<file path="src/hw/rtl/hbs_pkg.sv">
// ----------------------------------------------------------------------------
// hbs_pkg: shared types and constants for the heater burner sequencer
// Register indexes, mode and status codes, timing and temperature limits,
// and the structs passed between the top level and the evaluation logic.
// ----------------------------------------------------------------------------
package hbs_pkg;

   // configuration register indexes
   localparam logic [2:0] CSR_MODE           = 3'd0;
   localparam logic [2:0] CSR_HIGH_SETPOINT  = 3'd1;
   localparam logic [2:0] CSR_LOW_SETPOINT   = 3'd2;
   localparam logic [2:0] CSR_GAS_RUN_MS     = 3'd3;
   localparam logic [2:0] CSR_GAS_REST_MS    = 3'd4;
   localparam logic [2:0] CSR_EXHAUST_TRIP   = 3'd5;
   localparam logic [2:0] CSR_EXHAUST_RESUME = 3'd6;
   localparam logic [2:0] CSR_ROOM_TRIP      = 3'd7;

   typedef enum logic [2:0] {
      MODE_UNOCC   = 3'd1,
      MODE_OCC     = 3'd2,
      MODE_OFF     = 3'd3,
      MODE_EXHAUST = 3'd4,
      MODE_FAN     = 3'd5
   } mode_type;

   typedef enum logic [3:0] {
      ST_OFF      = 4'd0,
      ST_SAFETY   = 4'd1,
      ST_STARTING = 4'd2,
      ST_HEATING  = 4'd3,
      ST_REST     = 4'd4,
      ST_THERMAL  = 4'd5,
      ST_HOLDING  = 4'd6,
      ST_COOLDOWN = 4'd7,
      ST_MANUAL   = 4'd8
   } status_type;

   localparam logic [31:0]        FAN_DELAY_MS      = 32'd1000;
   localparam logic [31:0]        FAN_EXTEND_MS     = 32'd30000;
   localparam logic signed [14:0] HYSTERESIS_TENTHS = 15'sd10;
   localparam logic signed [14:0] COOL_ROOM_LIMIT   = 15'sd1500;
   localparam logic signed [14:0] COOL_VENT_LIMIT   = 15'sd2000;
   localparam logic [9:0]         SETPOINT_MIN      = 10'd320;
   localparam logic [9:0]         SETPOINT_MAX      = 10'd990;

   // reset values of the configuration registers
   localparam logic [2:0]         MODE_RESET           = 3'd3;
   localparam logic [9:0]         HIGH_SETPOINT_RESET  = 10'd660;
   localparam logic [9:0]         LOW_SETPOINT_RESET   = 10'd380;
   localparam logic [31:0]        GAS_RUN_MS_RESET     = 32'd300000;
   localparam logic [31:0]        GAS_REST_MS_RESET    = 32'd90000;
   localparam logic signed [14:0] EXHAUST_TRIP_RESET   = 15'sd1500;
   localparam logic signed [14:0] EXHAUST_RESUME_RESET = 15'sd1200;
   localparam logic signed [14:0] ROOM_TRIP_RESET      = 15'sd1200;

   typedef struct packed {
      logic [2:0]  mode;
      logic [9:0]  high_setpoint;
      logic [9:0]  low_setpoint;
      logic [31:0] gas_run_ms;
      logic [31:0] gas_rest_ms;
      logic [14:0] exhaust_trip;
      logic [14:0] exhaust_resume;
      logic [14:0] room_trip;
   } hbs_cfg_type;

   typedef struct packed {
      logic [31:0] now_ms;
      logic [14:0] room_temp;
      logic [14:0] vent_temp;
      logic [14:0] board_temp;
      logic        sens_ok;
      logic        fan_failure;
   } hbs_item_type;

   typedef struct packed {
      logic        started;
      logic [31:0] gas_start_time;
      logic [31:0] rest_start_time;
      logic [31:0] stop_time;
      logic        thermal_latch;
      logic        gas_drive;
      logic        fan_drive;
      logic        exhaust_drive;
   } hbs_state_type;

   typedef struct packed {
      logic       gas_on;
      logic       fan_on;
      logic       exh_on;
      status_type status;
   } hbs_result_type;

   // wrapping "now is past base + d"
   function automatic logic later_than(input logic [31:0] now,
                                       input logic [31:0] base,
                                       input logic [31:0] d);
      logic [31:0] lim;
      lim = base + d;
      return now > lim;
   endfunction

endpackage

</file>
<file path="src/hw/rtl/heater_burner_sequencer.sv">
// ----------------------------------------------------------------------------
// heater_burner_sequencer: gas heater burner control sequencer
// Evaluates one sensor word per handshake and returns the relay drives.
// ----------------------------------------------------------------------------
// Usage:
//   req_* carries one evaluation word: time stamp, three temperatures, the
//   fan failure flag in tdata and the sensors-valid flag in tuser.
//   rsp_* returns one word per evaluation: gas, fan and exhaust drives and
//   a status code.
//   csr_* writes the eight control registers; write it only while idle.
// Timing:
//   A word taken on req_ is registered in the input register, evaluated
//   combinationally and placed in the response register, where its result
//   is held valid until taken. One word per cycle is sustained while
//   rsp_tready stays high; the step is a single pass of compare and add logic
//   between the input and output registers.
// Reset:
//   Sets the registers to their defaults (mode full off) and clears all
//   burner state and the valid flags of both pipeline registers.
// Stall:
//   While rsp_tready is low the response holds; one more word can wait in
//   the input register, after which req_tready drops.
// ----------------------------------------------------------------------------
module heater_burner_sequencer (
   input  logic        clock,
   input  logic        reset,
   input  logic        req_tvalid,
   output logic        req_tready,
   // now_ms[31:0], room_temp[46:32], vent_temp[61:47], board_temp[76:62],
   // fan_failure[77], zero[79:78]
   input  logic [79:0] req_tdata,
   // sens_ok[0]
   input  logic [0:0]  req_tuser,
   output logic        rsp_tvalid,
   input  logic        rsp_tready,
   // gas_on[0], fan_on[1], exh_on[2], status[6:3], zero[7]
   output logic [7:0]  rsp_tdata,
   input  logic        csr_valid,
   output logic        csr_ready,
   input  logic [2:0]  csr_index,
   input  logic [31:0] csr_data
);
   import hbs_pkg::*;

   hbs_cfg_type    cfg_ff;
   hbs_cfg_type    cfg_in;
   logic           in_valid_ff;
   logic           in_valid_in;
   hbs_item_type   in_item_ff;
   hbs_item_type   in_item;
   hbs_state_type  state_ff;
   hbs_state_type  state_in;
   logic           out_valid_ff;
   logic           out_valid_in;
   hbs_result_type out_res_ff;
   hbs_result_type res;
   logic           out_free;
   logic           advance;
   logic           req_take;

   assign out_free   = !out_valid_ff || rsp_tready;
   assign advance    = in_valid_ff && out_free;
   assign req_tready = !in_valid_ff || out_free;
   assign req_take   = req_tvalid && req_tready;
   assign csr_ready  = 1'b1;

   assign in_item.now_ms      = req_tdata[31:0];
   assign in_item.room_temp   = req_tdata[46:32];
   assign in_item.vent_temp   = req_tdata[61:47];
   assign in_item.board_temp  = req_tdata[76:62];
   assign in_item.fan_failure = req_tdata[77];
   assign in_item.sens_ok     = req_tuser[0];

   always_comb begin
      cfg_in = cfg_ff;
      if (csr_valid) begin
         unique case (csr_index)
            CSR_MODE:           cfg_in.mode           = csr_data[2:0];
            CSR_HIGH_SETPOINT:  cfg_in.high_setpoint  = csr_data[9:0];
            CSR_LOW_SETPOINT:   cfg_in.low_setpoint   = csr_data[9:0];
            CSR_GAS_RUN_MS:     cfg_in.gas_run_ms     = csr_data;
            CSR_GAS_REST_MS:    cfg_in.gas_rest_ms    = csr_data;
            CSR_EXHAUST_TRIP:   cfg_in.exhaust_trip   = csr_data[14:0];
            CSR_EXHAUST_RESUME: cfg_in.exhaust_resume = csr_data[14:0];
            CSR_ROOM_TRIP:      cfg_in.room_trip      = csr_data[14:0];
            default:            cfg_in = cfg_ff;
         endcase
      end
   end

   hbs_state_type next_st;

   hbs_eval u_eval (
      .cfg_i    (cfg_ff),
      .item_i   (in_item_ff),
      .state_i  (state_ff),
      .state_o  (next_st),
      .result_o (res)
   );

   always_comb begin
      in_valid_in  = req_take || (in_valid_ff && !advance);
      out_valid_in = advance || (out_valid_ff && !rsp_tready);
      state_in     = advance ? next_st : state_ff;
   end

   always_ff @(posedge clock) begin
      if (reset) begin
         cfg_ff.mode           <= MODE_RESET;
         cfg_ff.high_setpoint  <= HIGH_SETPOINT_RESET;
         cfg_ff.low_setpoint   <= LOW_SETPOINT_RESET;
         cfg_ff.gas_run_ms     <= GAS_RUN_MS_RESET;
         cfg_ff.gas_rest_ms    <= GAS_REST_MS_RESET;
         cfg_ff.exhaust_trip   <= EXHAUST_TRIP_RESET;
         cfg_ff.exhaust_resume <= EXHAUST_RESUME_RESET;
         cfg_ff.room_trip      <= ROOM_TRIP_RESET;
         state_ff              <= '0;
         in_valid_ff           <= 1'b0;
         out_valid_ff          <= 1'b0;
      end else begin
         cfg_ff       <= cfg_in;
         state_ff     <= state_in;
         in_valid_ff  <= in_valid_in;
         out_valid_ff <= out_valid_in;
      end
   end

   // payload registers, no reset
   always_ff @(posedge clock) begin
      if (req_take) begin
         in_item_ff <= in_item;
      end
      if (advance) begin
         out_res_ff <= res;
      end
   end

   assign rsp_tvalid = out_valid_ff;
   assign rsp_tdata  = {1'b0, out_res_ff.status, out_res_ff.exh_on,
                        out_res_ff.fan_on, out_res_ff.gas_on};

endmodule

</file>
<file path="src/hw/rtl/hbs_eval.sv">
// ----------------------------------------------------------------------------
// hbs_eval: one evaluation step of the burner sequencer
// Pure combinational next state and result for one registered input word.
// ----------------------------------------------------------------------------
module hbs_eval (
   input  hbs_pkg::hbs_cfg_type    cfg_i,
   input  hbs_pkg::hbs_item_type   item_i,
   input  hbs_pkg::hbs_state_type  state_i,
   output hbs_pkg::hbs_state_type  state_o,
   output hbs_pkg::hbs_result_type result_o
);
   import hbs_pkg::*;

   logic signed [14:0] room;
   logic signed [14:0] vent;
   logic signed [14:0] board;
   logic [31:0]        now;
   mode_type           eff_mode;
   logic [9:0]         sp_raw;
   logic [9:0]         sp;
   logic signed [14:0] sp_lo;
   logic signed [14:0] sp_hi;

   hbs_state_type stop_st;
   status_type    stop_status;
   hbs_state_type run_st;
   status_type    run_status;
   logic          resume;
   hbs_state_type safe_st;
   logic          trip_any;

   hbs_state_type st;
   status_type    status;

   assign room  = $signed(item_i.room_temp);
   assign vent  = $signed(item_i.vent_temp);
   assign board = $signed(item_i.board_temp);
   assign now   = item_i.now_ms;

   // out-of-range modes: zero acts as unoccupied, six and seven as forced fan
   always_comb begin
      if (cfg_i.mode < MODE_UNOCC) begin
         eff_mode = MODE_UNOCC;
      end else if (cfg_i.mode > MODE_FAN) begin
         eff_mode = MODE_FAN;
      end else begin
         eff_mode = mode_type'(cfg_i.mode);
      end
   end

   always_comb begin
      sp_raw = (eff_mode == MODE_OCC) ? cfg_i.high_setpoint : cfg_i.low_setpoint;
      if (sp_raw < SETPOINT_MIN) begin
         sp = SETPOINT_MIN;
      end else if (sp_raw > SETPOINT_MAX) begin
         sp = SETPOINT_MAX;
      end else begin
         sp = sp_raw;
      end
      sp_lo = $signed({5'b0, sp});
      sp_hi = sp_lo + HYSTERESIS_TENTHS;
   end

   // stop sequence, shared by fan failure and the warm-room release
   always_comb begin
      stop_st = state_i;
      if (stop_st.started) begin
         stop_st.gas_drive = 1'b0;
         stop_st.started   = 1'b0;
         stop_st.stop_time = now;
      end
      if (later_than(now, stop_st.stop_time, FAN_EXTEND_MS)) begin
         if (room < COOL_ROOM_LIMIT && vent < COOL_VENT_LIMIT) begin
            stop_st.exhaust_drive = 1'b0;
         end
         stop_st.fan_drive = 1'b0;
         stop_st.gas_drive = 1'b0;
         stop_status = stop_st.exhaust_drive ? ST_COOLDOWN : ST_OFF;
      end else begin
         stop_status = ST_COOLDOWN;
      end
   end

   // run sequence: start, fan delay, burn limit, rest or thermal wait
   always_comb begin
      run_st = state_i;
      resume = 1'b0;
      if (!run_st.started) begin
         run_st.started        = 1'b1;
         run_st.gas_drive      = 1'b1;
         run_st.exhaust_drive  = 1'b1;
         run_st.gas_start_time = now;
      end
      if (later_than(now, run_st.gas_start_time, FAN_DELAY_MS)) begin
         run_st.fan_drive     = 1'b1;
         run_st.exhaust_drive = 1'b1;
      end
      if (run_st.fan_drive && run_st.gas_drive &&
          later_than(now, run_st.gas_start_time, cfg_i.gas_run_ms)) begin
         run_st.gas_drive       = 1'b0;
         run_st.rest_start_time = now;
      end
      if (run_st.fan_drive && !run_st.gas_drive) begin
         if (run_st.thermal_latch) begin
            resume = vent < $signed(cfg_i.exhaust_resume);
            if (resume) begin
               run_st.thermal_latch   = 1'b0;
               run_st.rest_start_time = now - cfg_i.gas_rest_ms;
            end
         end else begin
            resume = later_than(now, run_st.rest_start_time, cfg_i.gas_rest_ms);
         end
         if (resume) begin
            run_st.gas_start_time = now;
            run_st.gas_drive      = 1'b1;
         end
      end
      if (!run_st.fan_drive) begin
         run_status = ST_STARTING;
      end else if (run_st.gas_drive) begin
         run_status = ST_HEATING;
      end else begin
         run_status = run_st.thermal_latch ? ST_THERMAL : ST_REST;
      end
   end

   // over-temperature cut; the latch is set before the rest timer is touched
   always_comb begin
      safe_st = state_i;
      trip_any = 1'b0;
      if (vent > $signed(cfg_i.exhaust_trip)) begin
         safe_st.thermal_latch = 1'b1;
         trip_any = 1'b1;
      end
      if (board > $signed(cfg_i.room_trip) || room > $signed(cfg_i.room_trip)) begin
         trip_any = 1'b1;
      end
      if (trip_any) begin
         safe_st.gas_drive = 1'b0;
         if (!safe_st.thermal_latch) begin
            safe_st.rest_start_time = now;
         end
      end
   end

   always_comb begin
      st = state_i;
      status = ST_OFF;
      unique case (eff_mode)
         MODE_OFF: begin
            st.exhaust_drive = 1'b0;
            st.fan_drive     = 1'b0;
            st.gas_drive     = 1'b0;
            st.started       = 1'b0;
            status           = ST_OFF;
         end
         MODE_EXHAUST: begin
            st.exhaust_drive = 1'b1;
            st.fan_drive     = 1'b0;
            st.gas_drive     = 1'b0;
            status           = ST_MANUAL;
         end
         MODE_FAN: begin
            st.exhaust_drive = 1'b1;
            st.fan_drive     = 1'b1;
            st.gas_drive     = 1'b0;
            status           = ST_MANUAL;
         end
         default: begin
            if (!item_i.sens_ok) begin
               st.gas_drive = 1'b0;
               if (!st.thermal_latch) begin
                  st.rest_start_time = now;
               end
               status = ST_SAFETY;
            end else if (item_i.fan_failure) begin
               st     = stop_st;
               status = ST_SAFETY;
            end else if (trip_any) begin
               st     = safe_st;
               status = ST_SAFETY;
            end else if (room < sp_lo) begin
               st     = run_st;
               status = run_status;
            end else if (room > sp_hi) begin
               st     = stop_st;
               status = stop_status;
            end else begin
               status = ST_HOLDING;
            end
         end
      endcase
   end

   assign state_o         = st;
   assign result_o.gas_on = st.gas_drive;
   assign result_o.fan_on = st.fan_drive;
   assign result_o.exh_on = st.exhaust_drive;
   assign result_o.status = status;

endmodule
</file>
<file path="config.mk">
export PLATFORM = sky130hd
export DESIGN_NAME = heater_burner_sequencer
export DESIGN_NICKNAME = d
export VERILOG_FILES = /design/src/hw/rtl/hbs_pkg.sv /design/src/hw/rtl/heater_burner_sequencer.sv /design/src/hw/rtl/hbs_eval.sv
export SDC_FILE = /design/constraint.sdc
export NUM_CORES = 1
export LEC_CHECK = 0
export BUFFER_PORTS_ARGS = -buffer_cell sky130_fd_sc_hd__buf_4
export CAP_MARGIN = 40
export CORE_AREA = 2 2 178 354
export CTS_BUF_LIST = sky130_fd_sc_hd__clkbuf_8 sky130_fd_sc_hd__clkbuf_16
export DETAILED_ROUTE_END_ITERATION = 7
export DIE_AREA = 0 0 180 356
export PLACE_DENSITY_LB_ADDON = 0.1
export SYNTH_ARGS = -nofsm -noshare
export SYNTH_HDL_FRONTEND = slang
export SYNTH_SLANG_ARGS = --single-unit
</file>
<file path="constraint.sdc">
create_clock -name clock -period 11.45 [get_ports clock]
set_input_delay 0.5725 -clock clock [delete_from_list [all_inputs] [get_ports clock]]
set_output_delay 0.5725 -clock clock [all_outputs]
set_load 0.01 [all_outputs]
</file>
==> impl_metrics.py <==
metrics = {
    "logic_synthesis": {
        "synth_xor_xnor_area_share": 0.04652,
        "syn_inst": 2844,
        "synth_compound_area_frac": 0.2081,
        "avgSynthCellArea_sq_um": 8.539,
        "async_flop_share": 0,
        "synth_fa_ha_area_frac": 0.1586,
        "synth_area_leader_cell": "dfxtp_1",
        "synth.distinct_cells": 87,
        "synth_edf_count": 86,
        "synth-simple-area-share": 0.1743,
        "yosysSeqAreaShare": 0.3001,
        "synth_area_sq_mm": 0.02429,
        "synth_top_family_by_area": "compound AO/OA/AOI/OAI gates",
        "synth_top_area_frac": 0.1937,
        "synth_warnings": 0,
        "synth_flop_cell": "dfxtp_1",
        "ys_seq_elements": 321,
        "synthMuxAreaShare": 0.06785,
        "synth_area_leaders": "dfxtp_1, ha_1, edfxtp_1",
    },
    "sta": {
        "timing.final.hold_violations": 0,
        "rsz0062_at_grt": "false",
        "max_slew_margin": 0.4282,
        "timing.final.ws_setup_ns": 0.6495,
        "finClkSkew_ns": 0.03285,
        "setup_tns_ns": 0,
        "finalCriticalPeriod_ns": 10.80,
        "post-route-period-util": 0.9433,
        "tightest_slew_ns": 0.8470,
        "setup_violations": 0,
        "fmax_mhz": 92.59,
        "drv_slew": 0,
    },
    "floorplanning": {
        "die_area_sq_mm": 0.06408,
        "core_area_sq_mm": 0.06150,
        "initial_core_util": 0.3949,
        "rows": 129,
        "die_x_um": 180,
        "die_height_um": 356,
        "pin_count": 132,
    },
    "clock_tree": {
        "hold_buffers": 0,
        "h-tree-depth": 2,
        "clk_pin_slew_ns": 0.07,
        "cts-resized-gates": 0,
        "cts-buffers-inserted": 35,
        "cts_tree": "yes",
        "clockBufferDepth": 3,
        "clock_latency_ns": 0.57,
        "clock-sinks": 321,
        "postCtsSetupRepairBufs": 0,
        "clock-root-buffer": "clkbuf_16",
    },
    "critical_path": {
        "timing.setup.critical_path_class": "register to register",
        "required_ns": 11.93,
        "end_kind": "register",
        "crit_path_frequent_cell": "buf_4",
        "arrival_ns": 11.28,
        "cp.buffers_inverters": 10,
        "crit_path_max_fanout": 32,
        "critPathLaunchType": "register",
        "cp_slowest_cell": "or4_1",
        "cpLargestDelayFamily": "compound AO/OA/AOI/OAI gates",
        "slowest_delay_ns": 0.65,
    },
    "pwr": {
        "total_power_mw": 3.184,
        "power_density_mw_per_mm2": 113.2,
        "p_leak_nw": 11.71,
        "max-vdd-ir-drop_mv": 0.1205,
    },
    "outcome": {
        "status": "complete, no violations",
    },
    "routing": {
        "first_iter_violations": 1261,
        "firstDrtPassIters": 5,
        "vias_per_cell": 5.664,
        "ant_nets": 0,
        "wirelength_um": 80220,
        "routedWlPerCell_um": 20.86,
        "num_vias": 21779,
        "drc": 0,
    },
    "placed_design": {
        "dp.cells": 3781,
        "hpwl_um": 61370,
        "dpl_cell_area_sq_mm": 0.02690,
        "dp_worst_setup_slack_ns": 0.3906,
        "gp_congestion": 0.9657,
        "io_buffers": 127,
    },
    "layout": {
        "drive_above_1_share": 0.1357,
        "fillers": 6069,
        "postLayoutCellArea_sq_mm": 0.02814,
        "final_common_cell": "nand2_1",
        "layout.nets": 3459,
        "instances_no_fill": 3845,
        "final_cell_mix": "nand2_1, ha_1, buf_4, dfxtp_1, a21oi_1",
        "syn_to_final_growth_pct": 15.87,
    },
    "global_route": {
        "grt_max_degree": 66,
        "grt_pass1_wl_um": 123300,
        "grt_pass1_vias": 21654,
        "grt-ovfl-total": 0,
        "track_usage": 0.2454,
        "antenna_found_initial": 0,
    },
    "flow_run": {
        "max_cap_violations": 0,
    },
    "min_path": {
        "hold_path.class": "primary input to register",
    },
}
## metrics by stage
step / hold WS [ns] / utilization
2_1_floorplan: 0.4346 / -
3_3_place_gp: 0.4419 / 0.4349
3_5_place_dp: 0.4467 / 0.4374
4_1_cts: 0.1506 / 0.4570
5_1_grt: 0.1650 / 0.4576
6_report: 0.1777 / 0.4576
## layer usage
| metal | GRT usage | wire length, um | vias up | part of all wire |
|---|---|---|---|---|
| met1 | 0.3080 | 34960 | 10304 | 0.44 |
| met5 | 0 | 0 | - | 0 |
| met4 | 0.09366 | 3010 | 0 | 0.038 |
| met2 | 0.4315 | 38730 | 505 | 0.48 |
| met3 | 0.02545 | 3518 | 121 | 0.044 |
| li1 | - | - | 10849 | - |
## worst paths after layout
check / start / endpoint / slack (ns) / depth (start not counted)
worst max register to register: state_ff[100] / state_ff[98] / 0.65 / 51
worst min register to register: cfg_ff[39] / cfg_ff[39] / 0.46 / 2
worst max-delay path: state_ff[100] / state_ff[98] / 0.65 / 51
worst min-delay path: req_tdata[8] / in_item_ff[55] / 0.18 / 1
## state kept, by name, summed over array words and instances (netlist names)
signal       count
cfg_ff         132
in_item_ff      79
in_valid_ff      1
rsp_tdata        7
rsp_tvalid       1
state_ff       101
## cells in the mapped netlist, types with 8 or more instances
library cell and number:
nand2_1 404, o21ai_0 130, a31oi_1 31, and3_1 31, mux2_2 45, or2_2 11, nor4_1 12, a211oi_1 43
a2111oi_0 11, nor3_1 50, a21oi_1 222, o211ai_1 58, nor2_1 122, clkbuf_1 73, a22oi_1 10, edfxtp_1 86
and4_1 8, xor2_1 65, o21bai_1 13, or3_1 16, nand2b_1 19, xnor2_1 64, and2_1 17, nor2b_1 24
dfxtp_1 235, ha_1 303, a21o_1 75, a221oi_1 16, o311ai_0 10, inv_1 148, nand3b_1 11, nand3_1 99
buf_2 22, o21a_1 32, o31ai_1 14, nand4_1 49, a211o_1 13, mux2i_1 114
## where the power goes
part,internal (mW),switching [mW],total [mW]
Clock,0.698,0.535,1.23
Combinational,0.310,0.412,0.722
Sequential,1.20,0.0316,1.23
Total,2.21,0.978,3.18
## logic make-up after synthesis
| group | count (synthesis) |
|---|---|
| simple gates | 901 |
| compound gates | 764 |
| flops | 321 |
| fa+ha+maj | 306 |
| buf+inv | 262 |
| mux | 159 |
| xor+xnor | 129 |
| other cells | 2 |
## area by class of cell
cell class	instances	area [sq um]	area share
diodes	1	2.502	0.00008892
clock buffers	39	953.4	0.03388
clock inverters	24	250.2	0.008892
inverters	149	561.8	0.01996
multi-input cells	2262	16010	0.5691
flip-flops and latches	321	7291	0.2591
well taps	786	983.4	0.03495
repair buffers	263	2085	0.07407
No activity file was read; power rests on OpenSTA's default activity.
